## src/sv/apc_pkg.sv

```systemverilog
// Package for the alpha preview pixel converter.
// Holds the register indexes, mode codes, pixel type and the alpha scaling function.
// No dependencies.
`default_nettype none

package apc_pkg;

	localparam int FRAME_WIDTH_W = 13;
	localparam int CFG_DATA_W    = 13;
	localparam int CFG_INDEX_W   = 1;

	localparam logic [CFG_INDEX_W-1:0] REG_PREVIEW_MODE = 1'd0;
	localparam logic [CFG_INDEX_W-1:0] REG_FRAME_WIDTH  = 1'd1;

	localparam logic [1:0] MODE_NONE        = 2'd0;
	localparam logic [1:0] MODE_CUTOUT      = 2'd1;
	localparam logic [1:0] MODE_TRANSPARENT = 2'd2;

	localparam logic [7:0] GRAY_ODD = 8'h55;
	localparam logic [7:0] OPAQUE   = 8'hFF;

	typedef struct packed {
		logic [7:0] alpha;
		logic [7:0] blue;
		logic [7:0] green;
		logic [7:0] red;
	} rgba_t;

	typedef struct packed {
		logic [7:0] blue;
		logic [7:0] green;
		logic [7:0] red;
	} rgb_t;

	// floor(c*a/255) + gray, saturated at 255.
	// The divide by 255 is (p + (p >> 8) + 1) >> 8, exact for any product of two 8-bit values.
	function automatic logic [7:0] scale_add(input logic [7:0] c, input logic [7:0] a,
			input logic [7:0] gray);
		logic [15:0] prod;
		logic [16:0] acc;
		logic [7:0]  quot;
		logic [8:0]  sum;
		prod = c * a;
		acc  = {1'b0, prod} + {9'd0, prod[15:8]} + 17'd1;
		quot = acc[15:8];
		sum  = {1'b0, quot} + {1'b0, gray};
		scale_add = sum[8] ? 8'hFF : sum[7:0];
	endfunction

endpackage

`default_nettype wire

```

## src/sv/alpha_preview_pixel_convert_unit.sv

```systemverilog
// Alpha preview pixel converter, top level.
// Uses apc_pkg for register indexes, mode codes, pixel types and scaling.
//
// Usage:
//   s_axis carries one RGBA pixel per item in raster order; tuser flags the first
//   pixel of a frame, which puts the checkerboard position back to the origin.
//   m_axis gives one opaque RGB pixel per input item, in order.
//   cfg writes the preview mode (index 0) or frame_width (index 1); cfg_ready is
//   always high. Write only while no pixel is in flight.
// Path: an accepted item passes the input register, then the result register,
//   which drives m_axis. Throughput: one item per cycle while m_axis_tready is
//   high; the scale-and-add logic between the two registers is combinational,
//   with one 8x8 multiply per channel.
// Stall: while m_axis_tready is low the result register holds and the input
//   register fills; s_axis_tready drops only when both are occupied.
// Reset: arst_n clears the pipeline valids, the position counters, the preview
//   mode to none and frame_width to 1.
`default_nettype none

module alpha_preview_pixel_convert_unit
	import apc_pkg::*;
#(
	parameter int MAX_WIDTH    = 4096,
	parameter int CHECKER_CELL = 5
) (
	input  wire logic                   clk,
	input  wire logic                   arst_n,

	input  wire logic                   s_axis_tvalid,
	output      logic                   s_axis_tready,
	input  wire logic [31:0]            s_axis_tdata,   // in_red, in_green, in_blue, in_alpha
	input  wire logic                   s_axis_tuser,   // start_frame

	output      logic                   m_axis_tvalid,
	input  wire logic                   m_axis_tready,
	output      logic [23:0]            m_axis_tdata,   // out_red, out_green, out_blue

	input  wire logic                   cfg_valid,
	output      logic                   cfg_ready,
	input  wire logic [CFG_INDEX_W-1:0] cfg_index,
	input  wire logic [CFG_DATA_W-1:0]  cfg_data
);

	localparam int CW_RAW = $clog2(MAX_WIDTH);
	localparam int CW     = (CW_RAW < 1) ? 1 : CW_RAW;
	localparam int EW     = (CW + 1 > FRAME_WIDTH_W) ? CW + 1 : FRAME_WIDTH_W;
	localparam int PW_RAW = $clog2(CHECKER_CELL);
	localparam int PW     = (PW_RAW < 1) ? 1 : PW_RAW;

	localparam logic [EW-1:0]   MAX_W_E = EW'(MAX_WIDTH);
	localparam logic [PW:0]     CELL_E  = (PW + 1)'(CHECKER_CELL);

	// configuration
	logic [1:0]               preview_mode_q;
	logic [FRAME_WIDTH_W-1:0] frame_width_q;

	assign cfg_ready = 1'b1;

	always_ff @(posedge clk or negedge arst_n) begin
		if (!arst_n) begin
			preview_mode_q <= MODE_NONE;
			frame_width_q  <= FRAME_WIDTH_W'(1);
		end else if (cfg_valid && cfg_ready) begin
			case (cfg_index)
				REG_PREVIEW_MODE: preview_mode_q <= cfg_data[1:0];
				REG_FRAME_WIDTH:  frame_width_q  <= cfg_data[FRAME_WIDTH_W-1:0];
				default: ;
			endcase
		end
	end

	// handshake
	logic  valid_s1;
	logic  out_valid_q;
	logic  out_adv;
	logic  in_acc;

	assign out_adv       = !out_valid_q || m_axis_tready;
	assign s_axis_tready = !valid_s1 || out_adv;
	assign in_acc        = s_axis_tvalid && s_axis_tready;

	// position tracking
	logic [CW-1:0] col_q;
	logic [PW-1:0] col_phase_q;
	logic          col_par_q;
	logic [PW-1:0] row_phase_q;
	logic          row_par_q;

	logic [CW-1:0] col_cur;
	logic [PW-1:0] col_phase_cur;
	logic          col_par_cur;
	logic [PW-1:0] row_phase_cur;
	logic          row_par_cur;
	logic [EW-1:0] eff_width;
	logic [EW-1:0] col_next_e;
	logic          row_end;
	logic [PW:0]   col_phase_inc;
	logic [PW:0]   row_phase_inc;

	always_comb begin
		if (s_axis_tuser) begin
			col_cur       = '0;
			col_phase_cur = '0;
			col_par_cur   = 1'b0;
			row_phase_cur = '0;
			row_par_cur   = 1'b0;
		end else begin
			col_cur       = col_q;
			col_phase_cur = col_phase_q;
			col_par_cur   = col_par_q;
			row_phase_cur = row_phase_q;
			row_par_cur   = row_par_q;
		end

		eff_width = EW'(frame_width_q);
		if (eff_width == '0)
			eff_width = EW'(1);
		if (eff_width > MAX_W_E)
			eff_width = MAX_W_E;

		col_next_e    = EW'(col_cur) + EW'(1);
		row_end       = col_next_e >= eff_width;
		col_phase_inc = {1'b0, col_phase_cur} + (PW + 1)'(1);
		row_phase_inc = {1'b0, row_phase_cur} + (PW + 1)'(1);
	end

	always_ff @(posedge clk or negedge arst_n) begin
		if (!arst_n) begin
			col_q       <= '0;
			col_phase_q <= '0;
			col_par_q   <= 1'b0;
			row_phase_q <= '0;
			row_par_q   <= 1'b0;
		end else if (in_acc) begin
			if (row_end) begin
				col_q       <= '0;
				col_phase_q <= '0;
				col_par_q   <= 1'b0;
				if (row_phase_inc >= CELL_E) begin
					row_phase_q <= '0;
					row_par_q   <= !row_par_cur;
				end else begin
					row_phase_q <= row_phase_inc[PW-1:0];
					row_par_q   <= row_par_cur;
				end
			end else begin
				col_q       <= col_next_e[CW-1:0];
				row_phase_q <= row_phase_cur;
				row_par_q   <= row_par_cur;
				if (col_phase_inc >= CELL_E) begin
					col_phase_q <= '0;
					col_par_q   <= !col_par_cur;
				end else begin
					col_phase_q <= col_phase_inc[PW-1:0];
					col_par_q   <= col_par_cur;
				end
			end
		end
	end

	// input register
	rgba_t      pix_s1;
	logic [7:0] gray_s1;

	always_ff @(posedge clk or negedge arst_n) begin
		if (!arst_n) begin
			valid_s1 <= 1'b0;
		end else if (s_axis_tready) begin
			valid_s1 <= s_axis_tvalid;
		end
	end

	always_ff @(posedge clk) begin
		if (in_acc) begin
			pix_s1  <= rgba_t'(s_axis_tdata);
			gray_s1 <= (col_par_cur ^ row_par_cur) ? GRAY_ODD : 8'h00;
		end
	end

	// color conversion
	rgb_t res;

	always_comb begin
		res.red   = pix_s1.red;
		res.green = pix_s1.green;
		res.blue  = pix_s1.blue;
		if (pix_s1.alpha != OPAQUE) begin
			case (preview_mode_q)
				MODE_CUTOUT: begin
					res.red   = 8'h00;
					res.green = 8'h00;
					res.blue  = OPAQUE;
				end
				MODE_TRANSPARENT: begin
					res.red   = scale_add(pix_s1.red, pix_s1.alpha, gray_s1);
					res.green = scale_add(pix_s1.green, pix_s1.alpha, gray_s1);
					res.blue  = scale_add(pix_s1.blue, pix_s1.alpha, gray_s1);
				end
				default: ;
			endcase
		end
	end

	// result register
	rgb_t out_data_q;

	always_ff @(posedge clk or negedge arst_n) begin
		if (!arst_n) begin
			out_valid_q <= 1'b0;
		end else if (out_adv) begin
			out_valid_q <= valid_s1;
		end
	end

	always_ff @(posedge clk) begin
		if (out_adv && valid_s1)
			out_data_q <= res;
	end

	assign m_axis_tvalid = out_valid_q;
	assign m_axis_tdata  = out_data_q;

	// checks
	a_col_phase_range: assert property (@(posedge clk) disable iff (!arst_n)
		{1'b0, col_phase_q} < CELL_E)
		else $error("column cell phase out of range");

	a_row_phase_range: assert property (@(posedge clk) disable iff (!arst_n)
		{1'b0, row_phase_q} < CELL_E)
		else $error("row cell phase out of range");

	a_col_range: assert property (@(posedge clk) disable iff (!arst_n)
		EW'(col_q) < MAX_W_E)
		else $error("column count beyond maximum width");

	a_s1_hold: assert property (@(posedge clk) disable iff (!arst_n)
		valid_s1 && !out_adv |=> valid_s1 && $stable(pix_s1))
		else $error("stalled item lost from input register");

endmodule

`default_nettype wire

```

## config.mk

```make
export PLATFORM = sky130hd
export DESIGN_NAME = alpha_preview_pixel_convert_unit
export DESIGN_NICKNAME = d
export VERILOG_FILES = /design/src/sv/apc_pkg.sv /design/src/sv/alpha_preview_pixel_convert_unit.sv
export SDC_FILE = /design/constraint.sdc
export NUM_CORES = 1
export LEC_CHECK = 0
export BUFFER_PORTS_ARGS = -buffer_cell sky130_fd_sc_hd__buf_2
export CAP_MARGIN = 20
export CORE_MARGIN = 10
export CORE_UTILIZATION = 40
export CTS_CLUSTER_DIAMETER = 200
export DETAILED_ROUTE_END_ITERATION = 16
export GPL_TIMING_DRIVEN = 0
export PLACE_DENSITY_LB_ADDON = 0.08
export SYNTH_ARGS = -nofsm -noshare
export SYNTH_HDL_FRONTEND = slang
export SYNTH_SLANG_ARGS = --single-unit
```

## constraint.sdc

```tcl
create_clock -name clk -period 25 [get_ports clk]
set_clock_uncertainty 0.05 [all_clocks]
set_input_delay 6.25 -clock clk [delete_from_list [all_inputs] [get_ports clk]]
set_output_delay 6.25 -clock clk [all_outputs]
set_load 0.01 [all_outputs]
```

==> flow_summary.toml, run 1 <==
[yosys]
muxShareOfSynthArea_pct = 1.73
synth-main-ff-cell = "edfxtp_1"
yosys_warnings = 0
synth_seq_area_share_pct = 21.0
synth_compound_area_share_pct = 12.7
yosysUniqueCellTypes = 96
synth_top_family_by_area = "adder cells"
synth_edf_count = 57
yosys.area_share.adder_pct = 33.4
synth_cells = 1346
syn_nets = 1668
avgSynthCellArea_um2 = 9.35
synth_area_um2 = 12600
async_flop_share_pct = 39.4
synth-xor-area-share_pct = 5.33
synthSimpleGateAreaFrac_pct = 18.9
ys_ff_latch = 94

[clock_tree]
cts-root-buf = "clkbuf_16"
post_cts_buffers = 0
worstSkewPairLatency_ns = 0.38
clockBufferDepth = 2
cts_resized = 0
path_clk_slew_ns = 0.07
cts_tree = "built"
hold_buffers = 0
htree_levels = 3
cts_buffers = 9
cts_sinks = 94

[worst_setup_path]
r2r_end = "m_axis_tdata[7]$_DFFE_PP_"
crit_end = "s_axis_tready"
ff2ff_setup_slack_ns = 15.74
crit_path_start_kind = "input port"
crit_fanout = 3
worst-setup-path-type = "input port to output port"
critPathLaunch = "m_axis_tready"
regToRegStartpoint = "pix_s1[27]$_DFFE_PP_"
arrival_ns = 6.69
crit_path_end_kind = "output port"
worstPathRequired_ns = 18.70
rr_worst_depth = 36

[floorplan]
ioPinCount = 79
fp-row-count = 64
die_x_um = 197
dieArea_um2 = 38900
core_region_area_um2 = 30800
start_util_pct = 40.8
die_h_um = 197

[timing]
max_freq_mhz = 77.0
maxSlewViolCount = 0
tightest_slew_ns = 1.02
hold_viol = 0
fin_tns_setup_ns = 0
finalCriticalPeriod_ns = 12.99
setup_viol = 0
finalCritPeriodShare_pct = 52.0
max_slew_margin_pct = 31.6
rsz0062_at_grt = "no"

[detailed_routing]
num_vias = 9570
ant_nets = 0
wire_per_inst_um = 17.2
vias_per_cell = 5.21
dr.pass1.iters = 4
drt_iter0_drc = 518
drc = 0
wirelength_um = 31600

[cells_and_area]
drive_above_1_share_pct = 10.7
stdcell_count = 1837
nets = 1758
fin_util_pct = 44.7
syn_to_final_growth_pct = 9.66
num_antenna_cells = 0

[power_and_ir_drop]
ir_drop_mv = 0.0761
leakagePower_nw = 6.61
powerDensity_nw_per_um2 = 116
fin_total_pwr_mw = 1.59

[place]
placedCellCount = 1821
portBuffers = 77
dpl.hpwl_um = 25200
gp_congestion = 0.811

[global_routing]
grt_first_pass_wirelength_um = 52200
grt_use_total_pct = 16.7
overflow = 0
first_global_vias = 9994
grt_max_degree = 38
grt_antenna_before_repair = 1

[min_path]
hold_class = "flop to flop"
whs_path_depth = 2

[outcome]
status = "finished, final reports clean"

[run]
drv_cap = 0
## metal layers
metal / GRT usage [%] / wire length, um / up-vias
met1: 22.4 / 15200 / 4692
li1: - / - / 4717
met5: 0 / 13 / -
met4: 3.70 / 368 / 2
met3: 3.13 / 1290 / 25
met2: 27.5 / 14700 / 134
## layout by cell type (no fill, tap or decap), types with 20 or more instances in the layout
master / synthesis / final
fa_1: 108 / 108
nand3_1: 23 / 23
nor2_1: 52 / 52
a21o_1: 20 / 20
nand2_1: 120 / 120
xor2_1: 31 / 31
and2_1: 159 / 159
buf_2: 3 / 80
xnor2_1: 41 / 41
ha_1: 162 / 162
dfrtp_1: 36 / 36
a21oi_1: 35 / 35
clkbuf_1: 29 / 29
o21ai_0: 41 / 41
inv_1: 187 / 187
edfxtp_1: 57 / 57
## cells in the mapped netlist (4+ instances only)
| library cell | instances | area (um2) |
|---|---|---|
| mux2_2 | 14 | 158 |
| a31oi_1 | 13 | 81.3 |
| inv_1 | 187 | 702 |
| mux2i_1 | 6 | 60.1 |
| clkbuf_1 | 29 | 109 |
| edfxtp_1 | 57 | 1710 |
| ha_1 | 162 | 2030 |
| o22ai_1 | 7 | 43.8 |
| nor3b_1 | 4 | 30.0 |
| nand4_1 | 8 | 50.1 |
| o21a_1 | 12 | 90.1 |
| nor2b_1 | 13 | 81.3 |
| nor3_1 | 12 | 60.1 |
| a21oi_1 | 35 | 175 |
| o31ai_1 | 8 | 60.1 |
| o21ai_0 | 41 | 205 |
| nor2_1 | 52 | 195 |
| a21o_1 | 20 | 150 |
| and3_1 | 10 | 62.6 |
| a221o_1 | 7 | 70.1 |
| nand2_1 | 120 | 450 |
| or3_1 | 6 | 37.5 |
| a31o_2 | 4 | 35.0 |
| nand3_1 | 23 | 115 |
| xor2_1 | 31 | 272 |
| dfrtp_1 | 36 | 901 |
| a211o_1 | 4 | 35.0 |
| fa_1 | 108 | 2160 |
| a211oi_1 | 7 | 52.6 |
| or2_2 | 6 | 37.5 |
| nand2b_1 | 8 | 50.1 |
| and2_1 | 159 | 995 |
| xnor2_1 | 41 | 359 |
| o211ai_1 | 8 | 60.1 |
## through the flow
stage	hold slack, ns	worst slack, ns	instance area (um2)
after floorplan	0.392	12.24	12600
after global placement	0.413	12.01	13500
after detailed placement	0.414	12.01	13500
after CTS	0.430	12.01	13800
after global routing	0.488	11.97	13800
final	0.429	12.01	13800
## registers in the layout (all words and copies together), names as in the netlist, 2 cells and up
signal,cells
row_phase_q,3
preview_mode_q,2
pix_s1,32
col_q,12
col_phase_q,3
frame_width_q,13
m_axis_tdata,24
## how the worst min path moves through the flow
stage	start	end	slack, ns
after global placement	col_phase_q[1]$_DFFE_PN0P_	col_phase_q[1]$_DFFE_PN0P_	0.41
after detailed placement	col_phase_q[1]$_DFFE_PN0P_	col_phase_q[1]$_DFFE_PN0P_	0.41
after global routing	row_phase_q[1]$_DFFE_PN0P_	row_phase_q[1]$_DFFE_PN0P_	0.49
final	col_phase_q[1]$_DFFE_PN0P_	col_phase_q[1]$_DFFE_PN0P_	0.43
after CTS	col_phase_q[1]$_DFFE_PN0P_	col_phase_q[1]$_DFFE_PN0P_	0.43
after floorplan	col_phase_q[1]$_DFFE_PN0P_	col_phase_q[1]$_DFFE_PN0P_	0.39
## layout make-up
type / count / area [um2]
Timing Repair Buffer: 79 / 420
Buffer: 37 / 166
Tap cell: 396 / 495
Clock inverter: 6 / 68.8
Fill cell: 3041 / 17000
Clock buffer: 10 / 229
Multi-Input combinational cell: 1028 / 9070
Inverter: 187 / 702
Sequential cell: 94 / 2640
## cells by family after synthesis
kind of cell | Yosys count
muxes | 20
DFF | 94
adders and majority gates | 271
AOI/OAI and AO/OA | 218
xor gates and xnor gates | 74
buffers and inverters | 224
other | 1
and+or+nand+nor | 444
## worst max-delay path, cell delays in order
cell	delay, ns
buf_2	0.10
nand3b_1	0.18
buf_2	0.16
## where the power goes
group / switching, mW / total (mW) / internal [mW]
Combinational: 0.716 / 1.23 / 0.512
Sequential: 0.0207 / 0.219 / 0.198
Clock: 0.0685 / 0.147 / 0.0783
(Power assumes the default switching activity.)
==> inputs of run 2 (changes only) <==
Settings changed: ABC_AREA set to 1.
Clock period 25 ns to 13.5 ns, I/O delays scaled along.
==> flow_summary.toml, run 2 <==
[outcome]
status = "finished, final reports clean"

[clock_tree]
cts_tree = "built"
post_cts_buffers = 0
clockBufferDepth = 2
cts_resized = 0
htree_levels = 3
worstSkewPairLatency_ns = 0.38
cts_buffers = 9
path_clk_slew_ns = 0.08
cts-root-buf = "clkbuf_16"
hold_buffers = 0
cts_sinks = 94

[cells_and_area]
drive_above_1_share_pct = 8.04
nets = 2270
syn_to_final_growth_pct = 9.81
regMostFlops = "pix_s1"
multiInputGateArea_um2 = 8680
layout_commonest_cell = "nand2_1"
fin_util_pct = 44.8
fillers = 3489
layout_common_cells = "539 x nand2_1, 488 x inv_1, 162 x ha_1"
largest_reg_flops = 32
seq_area_um2 = 2640
num_antenna_cells = 0
stdcell_count = 2395

[detailed_routing]
drt_iter0_drc = 589
ant_nets = 0
vias_per_cell = 4.62
dr.pass1.iters = 6
wirelength_um = 33300
wire_per_inst_um = 13.9
num_vias = 11100
drc = 0

[worst_setup_path]
max_stage_delay_ns = 0.58
critPathLaunch = "pix_s1[31]$_DFFE_PP_"
regToRegStartpoint = "pix_s1[31]$_DFFE_PP_"
r2r_end = "m_axis_tdata[6]$_DFFE_PP_"
rr_worst_depth = 37
cp.depth = 37
crit_fanout = 10
crit_path_start_kind = "flop"
arrival_ns = 8.00
worst-setup-path-type = "flop to flop"
crit_path_end_kind = "flop"
cpMaxStageDelayCell = "clkbuf_1"
ff2ff_setup_slack_ns = 5.57
cp_top_family = "adder cells"
cpMostUsedCell = "nand2_1"
worstPathRequired_ns = 13.57
cp.buffers_inverters = 7
crit_end = "m_axis_tdata[6]$_DFFE_PP_"

[run]
drv_cap = 0

[floorplan]
ioPinCount = 79
die_h_um = 203
start_util_pct = 40.8
die_x_um = 203
fp-row-count = 66
dieArea_um2 = 41100
core_region_area_um2 = 32800

[yosys]
yosys.area.top_type_share_pct = 16.2
ys_ff_latch = 94
synth_edf_count = 57
syn_nets = 2181
avgSynthCellArea_um2 = 7.19
yosysUniqueCellTypes = 46
synth_seq_area_share_pct = 19.7
yosys.area.top_type = "fa_1"
async_flop_share_pct = 39.4
post-synth-top-count-cell = "nand2_1"
synth.area.top_cells = "fa_1 16%, ha_1 15%, nand2_1 15%, inv_1 14%, edfxtp_1 13%"
yosys_warnings = 0
synth-main-ff-cell = "edfxtp_1"
synth_area_um2 = 13400
synth_cells = 1859
synthTopCellsByCount = "539 x nand2_1, 488 x inv_1, 162 x ha_1"

[timing]
fin_ws_ns = 5.57
setup_viol = 0
tightest_slew_ns = 0.902
maxSlewViolCount = 0
max_freq_mhz = 126
max_slew_margin_pct = 39.9
hold_viol = 0
finalCriticalPeriod_ns = 7.93
hold_slack_ns = 0.454
rsz0062_at_grt = "no"
fin_tns_setup_ns = 0
finalCritPeriodShare_pct = 58.7

[min_path]
hold_class = "flop to flop"

[global_routing]
grt_max_degree = 38
overflow = 0
grt_use_total_pct = 17.0
first_global_vias = 11400
grt_first_pass_wirelength_um = 56900
grt_antenna_before_repair = 0

[power_and_ir_drop]
clkPwrFrac_pct = 8.1
pwr-share-seq_pct = 11.0
leakagePower_nw = 8.88
p_sw_mw = 1.91
p_sw_share_pct = 55.6
ir_drop_mv = 0.184
p_int_mw = 1.53
powerDensity_nw_per_um2 = 234
comb_power_share_pct = 80.9

[place]
placedCellCount = 2379
dpl.hpwl_um = 27700
gp_congestion = 0.830
post-place-ws_ns = 5.59
portBuffers = 76
run 2: cell types whose count changed in the layout (fill, tap and decap cells not counted), sizes merged, moves of 13 or more:
cell,delta
nor2b,-13
nand3,+54
inv,+305
clkbuf,+28
nand4,+18
and2,-157
nor2,+35
a21o,-16
xnor2,-25
nand2,+436
run 2: worst register-to-register path: cells and delay by family (launching register included):
family	cells	cell delay (ns)
compound gates	8	1.31
xor+xnor	2	0.34
fa+ha+maj	8	3.27
buf+inv	7	1.23
flops	1	0.33
simple gates	12	1.12
run 2: area by class of cell:
class | count | area share, %
clock buffers | 9 | 1.53
repair buffers | 78 | 2.91
flip-flops and latches | 94 | 18.0
plain buffers | 59 | 1.54
well taps | 442 | 3.77
inverters | 491 | 12.6
clock inverters | 7 | 0.631
multi-input cells | 1215 | 59.1
run 2: logic make-up (layout without fill, tap and decap cells):
| family | count (synthesis) | in the layout | share of synthesized area (%) |
|---|---|---|---|
| AND/OR/NAND/NOR | 769 | 769 | 24.2 |
| buffers and inverters | 550 | 644 | 15.5 |
| XOR/XNOR | 50 | 50 | 3.44 |
| other | 1 | 1 | 0.0280 |
| multiplexers | 10 | 10 | 0.842 |
| adder cells (fa/ha/maj) | 270 | 270 | 31.3 |
| AO/OA/AOI/OAI | 115 | 115 | 4.93 |
| flip-flops | 94 | 94 | 19.7 |
run 2: worst min-delay path by stage:
stage | end | slack (ns) | cells past startpoint | startpoint
floorplan | m_axis_tvalid$_DFFE_PN0P_ | 0.40 | 2 | valid_s1$_DFFE_PN0N_
global placement | m_axis_tvalid$_DFFE_PN0P_ | 0.41 | 2 | valid_s1$_DFFE_PN0N_
detailed placement | m_axis_tvalid$_DFFE_PN0P_ | 0.44 | 2 | valid_s1$_DFFE_PN0N_
CTS | m_axis_tvalid$_DFFE_PN0P_ | 0.46 | 2 | valid_s1$_DFFE_PN0N_
global route | m_axis_tvalid$_DFFE_PN0P_ | 0.49 | 2 | valid_s1$_DFFE_PN0N_
finish | m_axis_tvalid$_DFFE_PN0P_ | 0.45 | 2 | valid_s1$_DFFE_PN0N_
run 2: metal layers:
layer  GRT usage, %  vias up  wire, um
li1               -     5758         -
met1           22.1     5103     16000
met2           28.4      174     15300
met3           3.23       29      1340
met4           4.42        0       629
met5              0        -         0
run 2: power by group through the flow:
stage	combinational [mW]	clock, mW	sequential [mW]
3_3_place_gp	2.79	0	0.383
4_1_cts	2.83	0.288	0.378
5_1_grt	3.27	0.300	0.381
6_report	2.78	0.279	0.377
3_5_place_dp	2.81	0	0.383
2_1_floorplan	2.19	0	0.388
run 2: through the flow:
step | area, um2 | power [mW]
global route | 14700 | 3.95
global placement | 14300 | 3.17
floorplan | 13400 | 2.58
finish | 14700 | 3.44
detailed placement | 14400 | 3.19
CTS | 14700 | 3.49
==> inputs of run 3 (changes only) <==
Settings changed: ABC_AREA 1 to 0.
Clock period 13.5 ns to 7 ns, I/O delays scaled along.
==> flow_summary.toml, run 3 (synthesis results as in run 1) <==
[detailed_routing]
wirelength_um = 32700
num_vias = 9940
drc = 0
wire_per_inst_um = 17.1
vias_per_cell = 5.18
ant_nets = 0
dr.pass1.iters = 4
drt_iter0_drc = 434

[cells_and_area]
largest_reg_flops = 32
layout_commonest_cell = "inv_1"
fillers = 2889
regMostFlops = "pix_s1"
nets = 1838
fin_util_pct = 48.9
stdcell_count = 1918
drive_above_1_share_pct = 21.9
final_area_um2 = 15100
multiInputGateArea_um2 = 9630
syn_to_final_growth_pct = 19.7
seq_area_um2 = 2640
layout_common_cells = "177 x inv_1, 149 x and2_1, 148 x ha_1"

[min_path]
hold_class = "flop to flop"
hold_start = "col_phase_q[1]$_DFFE_PN0P_"
hold-path-endpoint = "col_phase_q[1]$_DFFE_PN0P_"
whs_path_depth = 2

[worst_setup_path]
worst-setup-path-type = "flop to flop"
r2r_end = "m_axis_tdata[7]$_DFFE_PP_"
ff2ff_setup_slack_ns = -0.92
crit_fanout = 7
cp_top_family = "adder cells"
crit_path_start_kind = "flop"
cp.buffers_inverters = 5
max_stage_delay_ns = 0.56
crit_path_end_kind = "flop"
cpMostUsedCell = "fa_1"
regToRegStartpoint = "pix_s1[26]$_DFFE_PP_"
cpMaxStageDelayCell = "fa_1"
rr_worst_depth = 34
arrival_ns = 7.97
critPathLaunch = "pix_s1[26]$_DFFE_PP_"
worstPathRequired_ns = 7.06

[timing]
finalCriticalPeriod_ns = 7.92
setup_viol = 24
maxSlewViolCount = 0
hold_viol = 0
finalCritPeriodShare_pct = 113
fin_tns_setup_ns = -16.62
fin_ws_ns = -0.918
max_slew_margin_pct = 32.7
rsz0062_at_grt = "yes"
max_freq_mhz = 126
tightest_slew_ns = 1.01

[clock_tree]
cts-root-buf = "clkbuf_16"
hold_buffers = 0
path_clk_slew_ns = 0.08
cts_sinks = 94
clockBufferDepth = 2
worstSkewPairLatency_ns = 0.38
htree_levels = 3
cts_tree = "built"
cts_buffers = 9

[outcome]
status = "finished, violations left"
violations = "negative setup slack"

[global_routing]
first_global_vias = 10200
grt_antenna_before_repair = 1
grt_max_degree = 38
grt_first_pass_wirelength_um = 53300
grt_use_total_pct = 17.1
overflow = 0

[power_and_ir_drop]
fin_total_pwr_mw = 6.90
powerDensity_nw_per_um2 = 458
ir_drop_mv = 0.272
leakagePower_nw = 7.16

[place]
gp_congestion = 0.817
dpl_cell_area_um2 = 13800
placedCellCount = 1821
dpl.hpwl_um = 25000
portBuffers = 77

[floorplan]
fp-row-count = 64
die_h_um = 197
dieArea_um2 = 38900
ioPinCount = 79
core_region_area_um2 = 30800
die_x_um = 197
start_util_pct = 40.8

[run]
drv_cap = 0
## run 3: changes by cell type in the layout (fill, tap and decap cells not counted), sizes merged, moves of 18 or more
cell,change
clkbuf,-31
inv,-303
nand4,-18
and2,+157
nand3,-54
buf,+88
nand2,-436
nor2,-35
xnor2,+25
## run 3: report_power, final
part           switching [mW]  total (mW)  leakage [nW]  internal (mW)
registers              0.0666       0.775          1.02          0.709
clock network           0.263       0.516         0.145          0.253
logic                    3.03        5.61          5.99           2.57
total                    3.36        6.90          7.16           3.53
## run 3: what timing repair did
item,in CTS,in global routing
endpoints found under the setup margin,24,24
resized for setup,50,28
pin swaps,41,31
setup buffers,60,20
gates cloned,0,0
## run 3: stage by stage
stage                     hold WS [ns]  setup slack (ns)
after floorplan                  0.392            -0.591
final                            0.443            -0.918
after global routing             0.487             -1.28
after CTS                        0.452            -0.865
after global placement           0.416             -1.75
after detailed placement         0.432             -1.72
## run 3: cell type report
cell class	instances	area share, %
clock inverter	7	0.482
inverter	187	4.66
sequential	94	17.5
buffer	37	1.74
timing repair buffer	159	6.88
tap	396	3.29
multi-input combinational	1028	63.9
antenna	1	0.0166
clock buffer	9	1.50
## run 3: layer usage
metal | track usage (%) | routed length, um | vias to the layer above
met5 | 0 | 0 | -
met4 | 4.44 | 566 | 0
met3 | 3.02 | 1170 | 33
met2 | 27.9 | 15100 | 128
met1 | 23.0 | 15800 | 4892
li1 | - | - | 4887
## run 3: tightest hold or removal path, cell delays in order, from the launching register on
cell and delay [ns]:
dfrtp_1 0.34, nand2_1 0.05, o21ai_0 0.07
## run 3: worst max-delay path by stage
stage	end	slack [ns]	cells after the start
2_1_floorplan	m_axis_tdata[7]$_DFFE_PP_	-0.59	36
3_3_place_gp	m_axis_tdata[7]$_DFFE_PP_	-1.75	35
3_5_place_dp	m_axis_tdata[7]$_DFFE_PP_	-1.72	35
4_1_cts	m_axis_tdata[7]$_DFFE_PP_	-0.87	34
5_1_grt	m_axis_tdata[7]$_DFFE_PP_	-1.28	34
6_report	m_axis_tdata[7]$_DFFE_PP_	-0.92	34
